<file path="config.mk">
export PLATFORM = sky130hd
export DESIGN_NAME = telemetry_retransmit_fifo_core
export DESIGN_NICKNAME = d
export VERILOG_FILES = /design/src/rtl/trf_pkg.sv /design/src/rtl/trf_ctrl.sv /design/src/rtl/trf_datapath.sv /design/src/rtl/telemetry_retransmit_fifo_core.sv
export SDC_FILE = /design/constraint.sdc
export NUM_CORES = 1
export LEC_CHECK = 0
export BUFFER_PORTS_ARGS = -buffer_cell sky130_fd_sc_hd__buf_4
export CORE_AREA = 2 2 364 366
export DETAILED_ROUTE_END_ITERATION = 8
export DIE_AREA = 0 0 366 368
export PLACE_DENSITY_LB_ADDON = 0.12
export SYNTH_ARGS = -nofsm -noshare
export SYNTH_HDL_FRONTEND = slang
export SYNTH_SLANG_ARGS = --single-unit
</file>
<file path="constraint.sdc">
create_clock -name clock -period 3.33 [get_ports clock]
set_input_delay 0.333 -clock clock [delete_from_list [all_inputs] [get_ports clock]]
set_output_delay 0.333 -clock clock [all_outputs]
set_load 0.05 [all_outputs]
</file>
<file path="src/rtl/trf_pkg.sv">
// Shared types and constants for the telemetry retransmit FIFO.
package trf_pkg;

   localparam int FRAME_BYTES = 10;
   localparam int COUNT_W     = 4;
   localparam int ID_W        = 5;
   localparam int BYTE_W      = 8;
   localparam int FID_W       = 8;

   localparam logic REQ_PUSH  = 1'b0;
   localparam logic REQ_FRAME = 1'b1;

   typedef logic [COUNT_W-1:0] count_type;
   typedef logic [BYTE_W-1:0]  byte_type;

   // Commands from the controller to the datapath.
   typedef struct packed {
      logic push;
      logic frame;
      logic pop;
   } trf_cmd_type;

   // Status from the datapath to the controller.
   typedef struct packed {
      logic can_pop;
   } trf_stat_type;

endpackage

</file>
<file path="src/rtl/trf_ctrl.sv">
// Controller state machine: decodes transactions and sequences frame reads.
module trf_ctrl
   import trf_pkg::*;
(
   input  logic         clock,
   input  logic         reset,
   input  logic         start,
   input  logic         req_type,
   input  trf_stat_type stat,
   output trf_cmd_type  cmd,
   output logic         busy,
   output logic         rsp_valid
);

   typedef enum logic {
      ST_IDLE,
      ST_POP
   } state_type;

   state_type state_ff;
   logic      rsp_valid_ff;
   logic      accept;

   assign accept    = start && (state_ff == ST_IDLE);
   assign cmd.push  = accept && (req_type == REQ_PUSH);
   assign cmd.frame = accept && (req_type == REQ_FRAME);
   assign cmd.pop   = (state_ff == ST_POP) && stat.can_pop;
   assign busy      = (state_ff != ST_IDLE);
   assign rsp_valid = rsp_valid_ff;

   always_ff @(posedge clock) begin
      if (reset) begin
         state_ff     <= ST_IDLE;
         rsp_valid_ff <= 1'b0;
      end else begin
         rsp_valid_ff <= 1'b0;
         case (state_ff)
            ST_IDLE: begin
               if (cmd.frame) begin
                  state_ff <= ST_POP;
               end
            end
            ST_POP: begin
               // last read data lands in the payload on this same edge
               if (!stat.can_pop) begin
                  rsp_valid_ff <= 1'b1;
                  state_ff     <= ST_IDLE;
               end
            end
            default: begin
               state_ff <= ST_IDLE;
            end
         endcase
      end
   end

endmodule

</file>
<file path="src/rtl/trf_datapath.sv">
// Datapath: byte ring memory, pointers, id tracking and frame payload registers.
module trf_datapath
   import trf_pkg::*;
#(
   parameter int BUFFER_DEPTH = 128
)
(
   input  logic         clock,
   input  logic         reset,
   input  trf_cmd_type  cmd,
   input  byte_type     data_byte,
   input  logic [FID_W-1:0] frame_id,
   output trf_stat_type stat,
   output count_type    byte_count,
   output logic [FID_W-1:0] echo_id,
   output byte_type     payload [FRAME_BYTES]
);

   localparam int PTR_W = $clog2(BUFFER_DEPTH);
   localparam logic [PTR_W-1:0] LAST_PTR = PTR_W'(BUFFER_DEPTH - 1);

   byte_type          mem [BUFFER_DEPTH];
   byte_type          mem_q_ff;
   logic [PTR_W-1:0]  wr_ptr_ff;
   logic [PTR_W-1:0]  rd_ptr_ff;
   logic [PTR_W-1:0]  ack_ptr_ff;
   logic [PTR_W-1:0]  wr_ptr_in;
   logic [PTR_W-1:0]  rd_ptr_in;
   logic [ID_W-1:0]   exp_id_ff;
   count_type         count_ff;
   count_type         slot_ff;
   logic              pend_ff;
   logic [FID_W-1:0]  echo_ff;
   byte_type          payload_ff [FRAME_BYTES];
   logic              full;
   logic              id_match;

   assign wr_ptr_in = (wr_ptr_ff == LAST_PTR) ? '0 : wr_ptr_ff + 1'b1;
   assign rd_ptr_in = (rd_ptr_ff == LAST_PTR) ? '0 : rd_ptr_ff + 1'b1;
   // full test is against the read pointer; unacked bytes may be overwritten
   assign full      = (wr_ptr_in == rd_ptr_ff);
   assign id_match  = (frame_id == {{(FID_W-ID_W){1'b0}}, exp_id_ff});

   assign stat.can_pop = (count_ff != COUNT_W'(FRAME_BYTES)) && (rd_ptr_ff != wr_ptr_ff);
   assign byte_count   = count_ff;
   assign echo_id      = echo_ff;
   assign payload      = payload_ff;

   always_ff @(posedge clock) begin
      if (cmd.push && !full) begin
         mem[wr_ptr_ff] <= data_byte;
      end
      if (cmd.pop) begin
         mem_q_ff <= mem[rd_ptr_ff];
      end
   end

   always_ff @(posedge clock) begin
      if (reset) begin
         wr_ptr_ff  <= '0;
         rd_ptr_ff  <= '0;
         ack_ptr_ff <= '0;
         exp_id_ff  <= '0;
         count_ff   <= '0;
         pend_ff    <= 1'b0;
      end else begin
         pend_ff <= cmd.pop;
         if (cmd.push && !full) begin
            wr_ptr_ff <= wr_ptr_in;
         end
         if (cmd.frame) begin
            if (id_match) begin
               ack_ptr_ff <= rd_ptr_ff;
            end else begin
               rd_ptr_ff <= ack_ptr_ff;
            end
            exp_id_ff <= frame_id[ID_W-1:0] + 1'b1;
            count_ff  <= '0;
         end
         if (cmd.pop) begin
            rd_ptr_ff <= rd_ptr_in;
            count_ff  <= count_ff + 1'b1;
         end
      end
   end

   always_ff @(posedge clock) begin
      if (cmd.frame) begin
         echo_ff <= frame_id;
         for (int i = 0; i < FRAME_BYTES; i++) begin
            payload_ff[i] <= '0;
         end
      end
      if (cmd.pop) begin
         slot_ff <= count_ff;
      end
      if (pend_ff) begin
         payload_ff[slot_ff] <= mem_q_ff;
      end
   end

endmodule

</file>
<file path="src/rtl/telemetry_retransmit_fifo_core.sv">
// Top level of the telemetry byte FIFO with go-back frame retransmit.
//
//  channel   handshake            payload
//  request   start / busy         req_type, req_data_byte, req_frame_id
//  response  rsp_valid (strobe)   rsp_byte_count, rsp_echo_id, rsp_payload_0..9
//
// A push transaction completes on its accept edge; busy stays low.
// A frame request holds busy while it reads up to 10 bytes through the single
// read port of the byte memory, then strobes the response for one cycle with
// busy already low.
// Reset clears pointers and the expected id; memory contents are not cleared.
// The response cannot be stalled.
module telemetry_retransmit_fifo_core
   import trf_pkg::*;
#(
   parameter int BUFFER_DEPTH = 128
)
(
   input  logic       clock,
   input  logic       reset,
   input  logic       start,
   output logic       busy,
   input  logic       req_type,
   input  logic [7:0] req_data_byte,
   input  logic [7:0] req_frame_id,
   output logic       rsp_valid,
   output logic [3:0] rsp_byte_count,
   output logic [7:0] rsp_echo_id,
   output logic [7:0] rsp_payload_0,
   output logic [7:0] rsp_payload_1,
   output logic [7:0] rsp_payload_2,
   output logic [7:0] rsp_payload_3,
   output logic [7:0] rsp_payload_4,
   output logic [7:0] rsp_payload_5,
   output logic [7:0] rsp_payload_6,
   output logic [7:0] rsp_payload_7,
   output logic [7:0] rsp_payload_8,
   output logic [7:0] rsp_payload_9
);

   trf_cmd_type  cmd;
   trf_stat_type stat;
   byte_type     payload [FRAME_BYTES];

   trf_ctrl u_ctrl (
      .clock     (clock),
      .reset     (reset),
      .start     (start),
      .req_type  (req_type),
      .stat      (stat),
      .cmd       (cmd),
      .busy      (busy),
      .rsp_valid (rsp_valid)
   );

   trf_datapath #(
      .BUFFER_DEPTH (BUFFER_DEPTH)
   ) u_datapath (
      .clock      (clock),
      .reset      (reset),
      .cmd        (cmd),
      .data_byte  (req_data_byte),
      .frame_id   (req_frame_id),
      .stat       (stat),
      .byte_count (rsp_byte_count),
      .echo_id    (rsp_echo_id),
      .payload    (payload)
   );

   assign rsp_payload_0 = payload[0];
   assign rsp_payload_1 = payload[1];
   assign rsp_payload_2 = payload[2];
   assign rsp_payload_3 = payload[3];
   assign rsp_payload_4 = payload[4];
   assign rsp_payload_5 = payload[5];
   assign rsp_payload_6 = payload[6];
   assign rsp_payload_7 = payload[7];
   assign rsp_payload_8 = payload[8];
   assign rsp_payload_9 = payload[9];

   a_count_range: assert property (@(posedge clock) disable iff (reset)
      rsp_valid |-> (rsp_byte_count <= 4'(FRAME_BYTES)))
      else $error("response byte count above frame size");

   a_rsp_idle: assert property (@(posedge clock) disable iff (reset)
      rsp_valid |-> !busy)
      else $error("response strobed while frame read still running");

   a_frame_busy: assert property (@(posedge clock) disable iff (reset)
      (start && !busy && req_type == REQ_FRAME) |=> busy)
      else $error("frame request did not start a read sequence");

   a_push_silent: assert property (@(posedge clock) disable iff (reset)
      (start && !busy && req_type == REQ_PUSH) |=> (!busy && !rsp_valid))
      else $error("push transaction produced a response or held busy");

endmodule
</file>
==> metrics, run 1 <==
status complete, no violations; actual slew at the worst max-slew pin between 1 and 1.5 ns; Non-Filler Instances around 4700; r2r worst-path depth 8; pre-CTS WS approximately 0.15 ns; ys async rst share 0%; FF-to-FF End u_datapath.mem_q_ff[0]$_DFFE_PP_; Vias/cell about 5.2; 1st-pass router iterations 8; synthesized area between 0.04 and 0.05 mm2; HP Class input pin to flip-flop; register area share after synthesis around three quarters; NumNets Final around 2900; final core occ a little over two fifths; count leader, synth edfxtp_1; largest net degree at the start of global routing 93; Clock Latency Late Sink ~0.75 ns; Max Root-Sink Buffers 3; slack of the worst reg-to-reg path 0.20 ns; die height between 300 and 400 um; Final ANT Viol Nets 0; CTS tree built; Slew Limit Fails 0; worst-path maximum fanout 24; final period utilization between 90% and 100%; Fin Setup TNS 0 ns; Fin. Hold Viols 0; warnings from Yosys 0; Cells after Synth approximately 2500; # port buffers 113; max_cap viols 0; Synth top cells by count edfxtp_1, mux4_2, nand2_1; detailed placer's ending HPWL 86070 um; Num CTS Buffers about 120; share of layout cells above drive strength 1 around 30%; Avg Inst Size Synth about 18 um2; relative slew slack approximately a third; Setup crit end u_datapath.mem_q_ff[0]$_DFFE_PP_; Worst Path Required around 4.0 ns; initial core utilization 34.86%; Netlist cell types 65; Initial DRC Count between 2000 and 2500; Routed WL approximately 130000 um; vias in the first global route approximately 26000; post-DR wirelength/cell between 20 and 30 um; top_reg_cell synth edfxtp_1; post-route setup slack roughly 0.2 ns; RSZ-0062 raised after global routing false; Area Overhead vs Synth 19.49%; first-pass GRT wire length about 190000 um; Critical Path End Type flip-flop; Final setup viols 0; IO Count around 110; Period minus WS final roughly 3.1 ns; Placed Instances roughly 4500; via count approximately 25000; CTS sink count around 1200; # diodes 0; die area between 0.1 and 0.15 mm2; Row Count around 130; FF+latch count, synth about 1200; post-synth top area cell edfxtp_1; Critical Path Start u_datapath.rd_ptr_ff[1]$_SDFFE_PP0P_; PD cells 551.8 mW/mm2; Clk pin slew, worst setup/hold paths 0.07 ns; synth top area cells edfxtp_1, mux4_2, dfxtp_1; Synth top area share ~70%; initial antenna violation count 2; Die X-Extent approximately 370 um; Final Wtd Congestion between 0.8 and 0.9; Worst R2R Start u_datapath.rd_ptr_ff[1]$_SDFFE_PP0P_; H-tree depth 3; area taken by multi-input logic gates 0.01127 mm2; Hold Path Stages 1; Pleak 17.07 nW; CTS root buf clkbuf_16; Overflow after GRT 0; Crit Path Class flip-flop to flip-flop; nature of the critical path startpoint flip-flop; EDFF count, synth about 1000; fmax roughly 320 MHz; Core ar. roughly 0.13 mm2; Layout fillers around 12000; Tot Pwr 30.06 mW; Worst Clk Skew roughly 0.04 ns; VDD IR max 0.3860 mV; # DRC 0; GRT Overall Usage between 10% and 20%; Post-Syn Nets around 2500; Data arrival, critical path approximately 3.8 ns; register area 0.03363 mm2
## registers in the layout, summed over array words and instances (netlist names)
signal	cells
u_ctrl.busy	1
u_ctrl.rsp_valid	1
u_datapath.mem_q_ff	8
u_datapath.rd_ptr_ff	7
u_datapath.wr_ptr_ff	7
u_datapath.pend_ff	1
u_datapath.slot_ff	4
u_datapath.echo_id	8
u_datapath.mem	1024
u_datapath.payload	80
u_datapath.ack_ptr_ff	7
u_datapath.byte_count	4
u_datapath.exp_id_ff	5
## metal layers
metal	part of all wire (%)	vias to the layer above	global-route usage (%)
met5	0.016	-	0
met4	2.5	4	5.761
met3	5.1	169	3.012
met2	48	751	31.31
met1	44	13050	26.74
li1	-	10780	-
## critical path: stages, from the launching register on
cell	delay, ns
dfxtp_4	0.65
buf_4	0.32
nand3_1	0.32
buf_4	0.34
o22ai_1	0.28
a2111oi_0	0.12
o311ai_1	0.56
buf_4	0.22
and3_1	0.15
## metrics by stage
| step | hold slack [ns] | instance area (um2) |
|---|---|---|
| after floorplan | 0.4286 | 45590 |
| after global placement | 0.4480 | 50480 |
| after detailed placement | 0.4522 | 50480 |
| after CTS | 0.02776 | 54470 |
| after global routing | 0.07086 | 54480 |
| final | 0.06581 | 54480 |
## cell families after synthesis
logic type      Yosys count  share of synthesized area [%]
flops                  1157                          73.73
simple gates            573                          5.708
mux                     361                          15.35
compound gates          209                          2.857
buf+inv                 178                          1.839
xor+xnor                 20                         0.3842
fa+ha+maj                 5                         0.1372
## cell usage in the layout, fill, tap and decap left out, types with 26 or more instances in the layout
cell type  count
buf_12        28
edfxtp_1    1044
nor3_1        96
dfxtp_1      108
mux4_2       270
nor2_1        83
mux2i_1       87
clkinv_1      26
clkbuf_16    122
buf_4        373
nand2_1      267
o21ai_0      103
## worst min path at each step
stage	endpoint	slack [ns]	start
floorplan	u_datapath.exp_id_ff[0]$_SDFFE_PP0P_	0.43	req_frame_id[0]
global placement	u_datapath.payload[23]$_DFF_P_	0.45	u_datapath.payload[23]$_DFF_P_
detailed placement	u_datapath.payload[50]$_DFF_P_	0.45	u_datapath.payload[50]$_DFF_P_
CTS	u_datapath.mem[24][2]$_DFFE_PP_	0.03	req_data_byte[2]
global route	u_datapath.mem[24][2]$_DFFE_PP_	0.07	req_data_byte[2]
finish	u_datapath.mem[26][2]$_DFFE_PP_	0.07	req_data_byte[2]
## power breakdown
part / internal, mW / switching, mW
Combinational: 0.268 / 0.620
Clock: 7.64 / 5.67
Sequential: 15.8 / 0.0248
Total: 23.7 / 6.32
## layout make-up
type | count | share of cell area [%]
sequential | 1157 | 61.72
multi-input combinational | 1168 | 20.68
timing repair buffer | 410 | 6.334
clock buffer | 148 | 5.857
tap | 1755 | 4.031
clock inverter | 75 | 1.300
inverter | 10 | 0.06890
## timing repair
item | 4_1_cts | 5_1_grt
hold endpoints to repair | 31 | 0
resized for setup | 0 | 2
setup buffers | 0 | 0
setup endpoints to repair | 0 | 9
hold buffers | 9 | 0
No activity file was read; power rests on OpenSTA's default activity.
==> inputs of run 2 (changes only) <==
ABC_AREA = 1   (was not set)
CORE_AREA = 2 2 370 372   (was 2 2 364 366)
DIE_AREA = 0 0 372 374   (was 0 0 366 368)
==> run 2 against run 1 <==
  * Sequential power barely moved
  * Flip-flop and latch count stayed put
  * Area after synthesis rose by 3.2%
  * Largest cell class unchanged
  * Highest routed layer unchanged
==> metrics, run 2 <==
post-synth top area cell edfxtp_1; detailed placer's ending HPWL slightly below 90000 um; Vias/cell 5.143; Row Count 135; most common cell after layout, fill and taps aside edfxtp_1; # DRC 0; vias in the first global route 30960; Slew Limit Fails 0; ys async rst share 0%; top_reg_cell synth edfxtp_1; Hold Path Stages 1; Initial DRC Count between 2000 and 3000; slack of the worst reg-to-reg path ~0.33 ns; nature of the critical path startpoint flip-flop; Final ANT Viol Nets 0; actual slew at the worst max-slew pin between 1 and 1.5 ns; post-synthesis mux area share 0%; warnings from Yosys 0; RSZ-0062 raised after global routing false; Worst Path Required about 3.7 ns; Core ar. 0.1350 mm2; Netlist cell types 39; CTS sink count 1157; Compound-Gate Fraction of Synth Area under 10%; synthesized area ~0.047 mm2; Cells after Synth a little over 4000; relative slew slack 19.60%; Fin Setup TNS 0 ns; IO Count between 100 and 150; synth top area cells edfxtp_1, nor2_1, o21ai_0; die area about 0.14 mm2; Period minus WS final between 2 and 3 ns; max reg flops around 1000; 1st-pass router iterations 5; Overflow after GRT 0; Synth top area share roughly 67%; Fin. Hold Viols 0; HP Class input pin to flip-flop; FF+latch count, synth about 1200; final period utilization 90.07%; Post-Syn Nets roughly 4200; max_cap viols 0; most frequent cells in the layout edfxtp_1, nor2_1, o21ai_0, nand2_1, nand3_1; share of layout cells above drive strength 1 about 11%; Data arrival, critical path about 3.4 ns; r2r worst-path depth 15; Final setup viols 0; Clock Latency Late Sink roughly 0.77 ns; via count about 32000; register area share after synthesis a little under three quarters; NumNets Final approximately 4300; Clk pin slew, worst setup/hold paths around 0.060 ns; PD cells slightly below 600 mW/mm2; post-CTS setup buffer count 0; EDFF count, synth between 1000 and 1500; # port buffers between 100 and 150; Max Root-Sink Buffers 3; CTS tree built; Pleak between 15 and 20 nW; Synth top cells by count edfxtp_1, nor2_1, o21ai_0; Area Overhead vs Synth 15.76%; die height around 370 um; adder-cell share of the synthesized area less than 1%; first-pass GRT wire length 211200 um; # diodes 0; final core occ between 40 and 50%; status complete, no violations; Avg Inst Size Synth around 11 um2; Critical Path End Type flip-flop; count leader, synth edfxtp_1; largest net degree at the start of global routing 129; fmax about 330 MHz; Worst Clk Skew 0.02201 ns; Synth Area in Simple Gates approximately 16%; Routed WL between 100000 and 150000 um; post-DR wirelength/cell around 24 um; Crit Path Class flip-flop to flip-flop; H-tree depth 4; XOR/XNOR Fraction of Synth Area less than 1%; initial core utilization between 30% and 40%; VDD IR max between 0.5 and 0.6 mV; CTS root buf clkbuf_16; Num CTS Buffers around 130; worst-path maximum fanout 13; GRT Overall Usage between 20% and 30%; initial antenna violation count 3; Final Wtd Congestion 0.8567; Largest Register u_datapath.mem; Die X-Extent 372 um; Layout fillers about 13000; largest family of logic cells by synthesized area simple AND/OR/NAND/NOR gates
==> run 2: changes by cell type after synthesis, moves of 15 or more <==
cell	previous run	this run
nor2_1	83	984
nand2_1	268	526
nand3_1	24	298
mux4_2	270	0
buf_2	61	97
mux2i_1	87	0
nor3_1	98	4
a21oi_1	19	63
inv_1	8	93
or2_2	4	19
o21ai_0	103	570
clkbuf_1	73	116
nor4_1	29	0
o211ai_1	1	93
==> run 2: what timing repair did <==
item                                   4_1_cts  5_1_grt
endpoints found under the hold margin       54        0
hold buffers                                10        0
resized for setup                            0        1
setup endpoints to repair                    0        8
==> run 2: cell type report <==
class / instances / area, um2 / area share, %
flip-flops and latches: 1157 / 33620 / 61.73
multi-input cells: 2632 / 11870 / 21.79
clock buffers: 158 / 3547 / 6.512
well taps: 1781 / 2228 / 4.091
repair buffers: 233 / 2177 / 3.997
clock inverters: 76 / 599.3 / 1.100
inverters: 108 / 425.4 / 0.7810
==> run 2: cell families (layout without fill, tap and decap cells) <==
group / after synthesis / after routing
XOR/XNOR: 17 / 17
AND/OR/NAND/NOR: 1860 / 1860
AO/OA/AOI/OAI: 750 / 750
flip-flops: 1157 / 1157
buffers and inverters: 362 / 575
adder cells (fa/ha/maj): 5 / 5
==> run 2: stage by stage <==
step / std cells / total power, mW / setup WS (ns) / hold slack, ns / cell area [um2]
global route: 6145 / 32.79 / 0.02115 / 0.08458 / 54470
floorplan: 4151 / 17.18 / 0.8773 / 0.4319 / 47060
finish: 6145 / 31.83 / 0.3308 / 0.1015 / 54470
CTS: 6145 / 32.15 / 0.2927 / 0.04215 / 54470
global placement: 5901 / 18.13 / 0.2626 / 0.4524 / 50220
detailed placement: 5901 / 18.12 / 0.3074 / 0.4575 / 50220
==> run 2: path summary, 6_finish.rpt <==
check                                               end                             startpoint
setup reg to reg        u_datapath.mem[38][1]$_DFFE_PP_   u_datapath.wr_ptr_ff[0]$_SDFFE_PP0P_
hold reg to reg   u_datapath.ack_ptr_ff[3]$_SDFFE_PP0P_  u_datapath.ack_ptr_ff[3]$_SDFFE_PP0P_
hold / removal           u_datapath.mem[0][4]$_DFFE_PP_                       req_data_byte[4]
setup / recovery        u_datapath.mem[38][1]$_DFFE_PP_   u_datapath.wr_ptr_ff[0]$_SDFFE_PP0P_
==> run 2: layer usage <==
layer / vias to the layer above / wire length, um / global-route usage, %
met4: 4 / 3922 / 6.794
met3: 226 / 8170 / 3.677
li1: 14740 / - / -
met5: - / 26 / 0
met2: 927 / 66960 / 32.53
met1: 15710 / 66000 / 28.88
==> run 2: worst max-delay path, stage by stage (launching register included) <==
cell and delay (ns):
dfxtp_1 0.33, ha_1 0.26, inv_1 0.09, nor2_1 0.13, nand2_2 0.13, nand2_1 0.11
nor2_2 0.05, nor2_4 0.07, nor2_2 0.05, nand2_4 0.11, nand2_8 0.06, inv_4 0.14
buf_12 0.16, nand2_8 0.17, buf_4 0.24, nor2_1 0.52
==> run 2: where the power goes <==
part	switching (mW)	internal (mW)
clock network	5.90	8.13
logic	1.43	0.460
registers	0.0409	15.9
==> inputs of run 3 (changes only) <==
clock period = 2.9 ns   (was 3.33 ns; I/O delays follow)
==> run 3 against run 2 <==
  * Routed wire length down 0.83%
  * Clock skew up 0.0039 ns
  * Critical path depth down 1
  * Via count up 0.23%
  * Hold slack worse by 0.040 ns
  * Sequential power up 15%
  * Fmax up 4.8%
  * Power up 17%
==> metrics, run 3 (synthesized netlist as in run 2, its figures left out) <==
# port buffers between 100 and 150; Pleak ~19 nW; Placed Instances roughly 5900; most common cell after layout, fill and taps aside edfxtp_1; Num CTS Buffers between 100 and 150; IO Count around 110; via count about 32000; Die X-Extent roughly 370 um; PD cells approximately 670 mW/mm2; largest net degree at the start of global routing around 110; Tot Pwr around 37 mW; Final Wtd Congestion roughly 0.85; Non-Filler Instances roughly 6200; max_cap viols 0; Core ar. 0.1350 mm2; Final setup viols 0; VDD IR max around 0.37 mV; first-pass GRT wire length 210800 um; dpl cell area 0.05051 mm2; Clock Latency Late Sink around 0.77 ns; Max Root-Sink Buffers 3; Overflow after GRT 0; fmax approximately 350 MHz; relative slew slack 36.13%; Fin. Hold Viols 0; Seq pwr share 49.1%; worst-path maximum fanout 16; HP Class input pin to flip-flop; Worst Clk Skew around 0.026 ns; die area between 0.1 and 0.15 mm2; sw frac 22.94%; vias in the first global route a little over 30000; nature of the critical path startpoint flip-flop; Logic pwr share about 6%; CTS root buf clkbuf_16; Vias/cell 5.119; initial core utilization a little over a third; CTS sink count approximately 1200; Area Overhead vs Synth 18.27%; final instance area around 0.056 mm2; Worst Hold Slack just over 0.06 ns; GRT Overall Usage 20.57%; # diodes 0; actual slew at the worst max-slew pin between 0.9 and 1 ns; initial antenna violation count 1; share of layout cells above drive strength 1 between 10% and 20%; Clock power frac between 40% and 50%; NetSw 8.538 mW; post-DR wirelength/cell ~23 um; Slew Limit Fails 0; RSZ-0062 raised after global routing true; Worst Path Required 3.29 ns; Data arrival, critical path between 3 and 4 ns; worst hold start req_data_byte[2]; Largest Register u_datapath.mem; post-route setup slack ~0.038 ns; Clk pin slew, worst setup/hold paths about 0.07 ns; slack of the worst reg-to-reg path between 0.03 and 0.04 ns; status complete, no violations; die height around 370 um; Critical Path End Type flip-flop; Worst R2R Start u_datapath.wr_ptr_ff[0]$_SDFFE_PP0P_; Period minus WS final 2.862 ns; Crit Path Class flip-flop to flip-flop; most frequent cells in the layout edfxtp_1, nor2_1, o21ai_0, nand2_1, nand3_1; Routed WL roughly 140000 um; pre-CTS WS -0.1001 ns; H-tree depth 4; Row Count 135; # DRC 0; max reg flops 1024; Int Power approximately 29 mW; 1st-pass router iterations 6; final period utilization a little over nine tenths; detailed placer's ending HPWL between 80000 and 90000 um; NumNets Final approximately 4300; Critical Path Start u_datapath.wr_ptr_ff[0]$_SDFFE_PP0P_; Final ANT Viol Nets 0; Initial DRC Count ~2700; CTS tree built
run 3: cell count changes in the layout (fill, tap and decap cells not counted), sizes merged:
cell / before / now
buf: 223 / 255
bufinv: 7 / 12
clkbuf: 158 / 166
clkinv: 68 / 54
clkinvlp: 3 / 5
dlygate4sd3: 10 / 17
inv: 106 / 109
run 3: repair_timing:
| action | CTS | global route |
|---|---|---|
| hold buffers | 17 | 0 |
| cloned | 0 | 0 |
| setup endpoints to repair | 184 | 1025 |
| resized for setup | 26 | 149 |
| endpoints found under the hold margin | 90 | 0 |
| buffers inserted | 0 | 8 |
| pin swaps | 0 | 1 |
run 3: final timing paths:
kind,endpoint,cells after the start
worst max-delay path,u_datapath.mem[8][5]$_DFFE_PP_,14
worst min-delay path,u_datapath.mem[0][2]$_DFFE_PP_,1
worst max register to register,u_datapath.mem[8][5]$_DFFE_PP_,14
worst min register to register,u_datapath.ack_ptr_ff[2]$_SDFFE_PP0P_,2
run 3: metrics by stage:
step,utilization [%],TNS [ns]
2_1_floorplan,-,0
3_3_place_gp,37.43,-2.941
3_5_place_dp,37.43,-5.153
4_1_cts,40.81,-0.4834
5_1_grt,41.24,-8.658
6_report,41.24,0
run 3: layer usage:
metal  global-route usage, %  up-vias  routed length, um
met2                   32.66      915              67190
met3                   3.583      201               7596
met5                       0        -                 13
li1                        -    14860                  -
met1                   28.65    15700              65660
met4                   6.368        2               3418
run 3: final cells by class:
type / instances / area, um2
fill: 12830 / 79310
sequential: 1157 / 33620
multi-input combinational: 2632 / 12430
clock buffer: 166 / 3596
timing repair buffer: 272 / 2613
tap: 1781 / 2228
clock inverter: 72 / 733.2
inverter: 108 / 425.4
run 3: power groups by stage:
stage	Combinational, mW	Clock [mW]	Sequential, mW
finish	2.24	16.7	18.3
global route	2.44	17.7	18.3
CTS	2.23	17.1	18.3
detailed placement	2.20	0	18.6
global placement	2.22	0	18.6
floorplan	1.02	0	18.7
run 3: worst max-delay path: stages, from the launching register on:
cell     delay [ns]
dfxtp_1        0.35
ha_2           0.24
inv_1          0.07
nor2_1         0.13
nand2_2        0.13
nand3_1        0.09
nand2_1        0.08
nand3_1        0.09
nor2_2         0.06
nand2_4        0.08
nand2_8        0.05
inv_4          0.10
buf_4          0.14
nand2_8        0.24
nor2_1         0.62
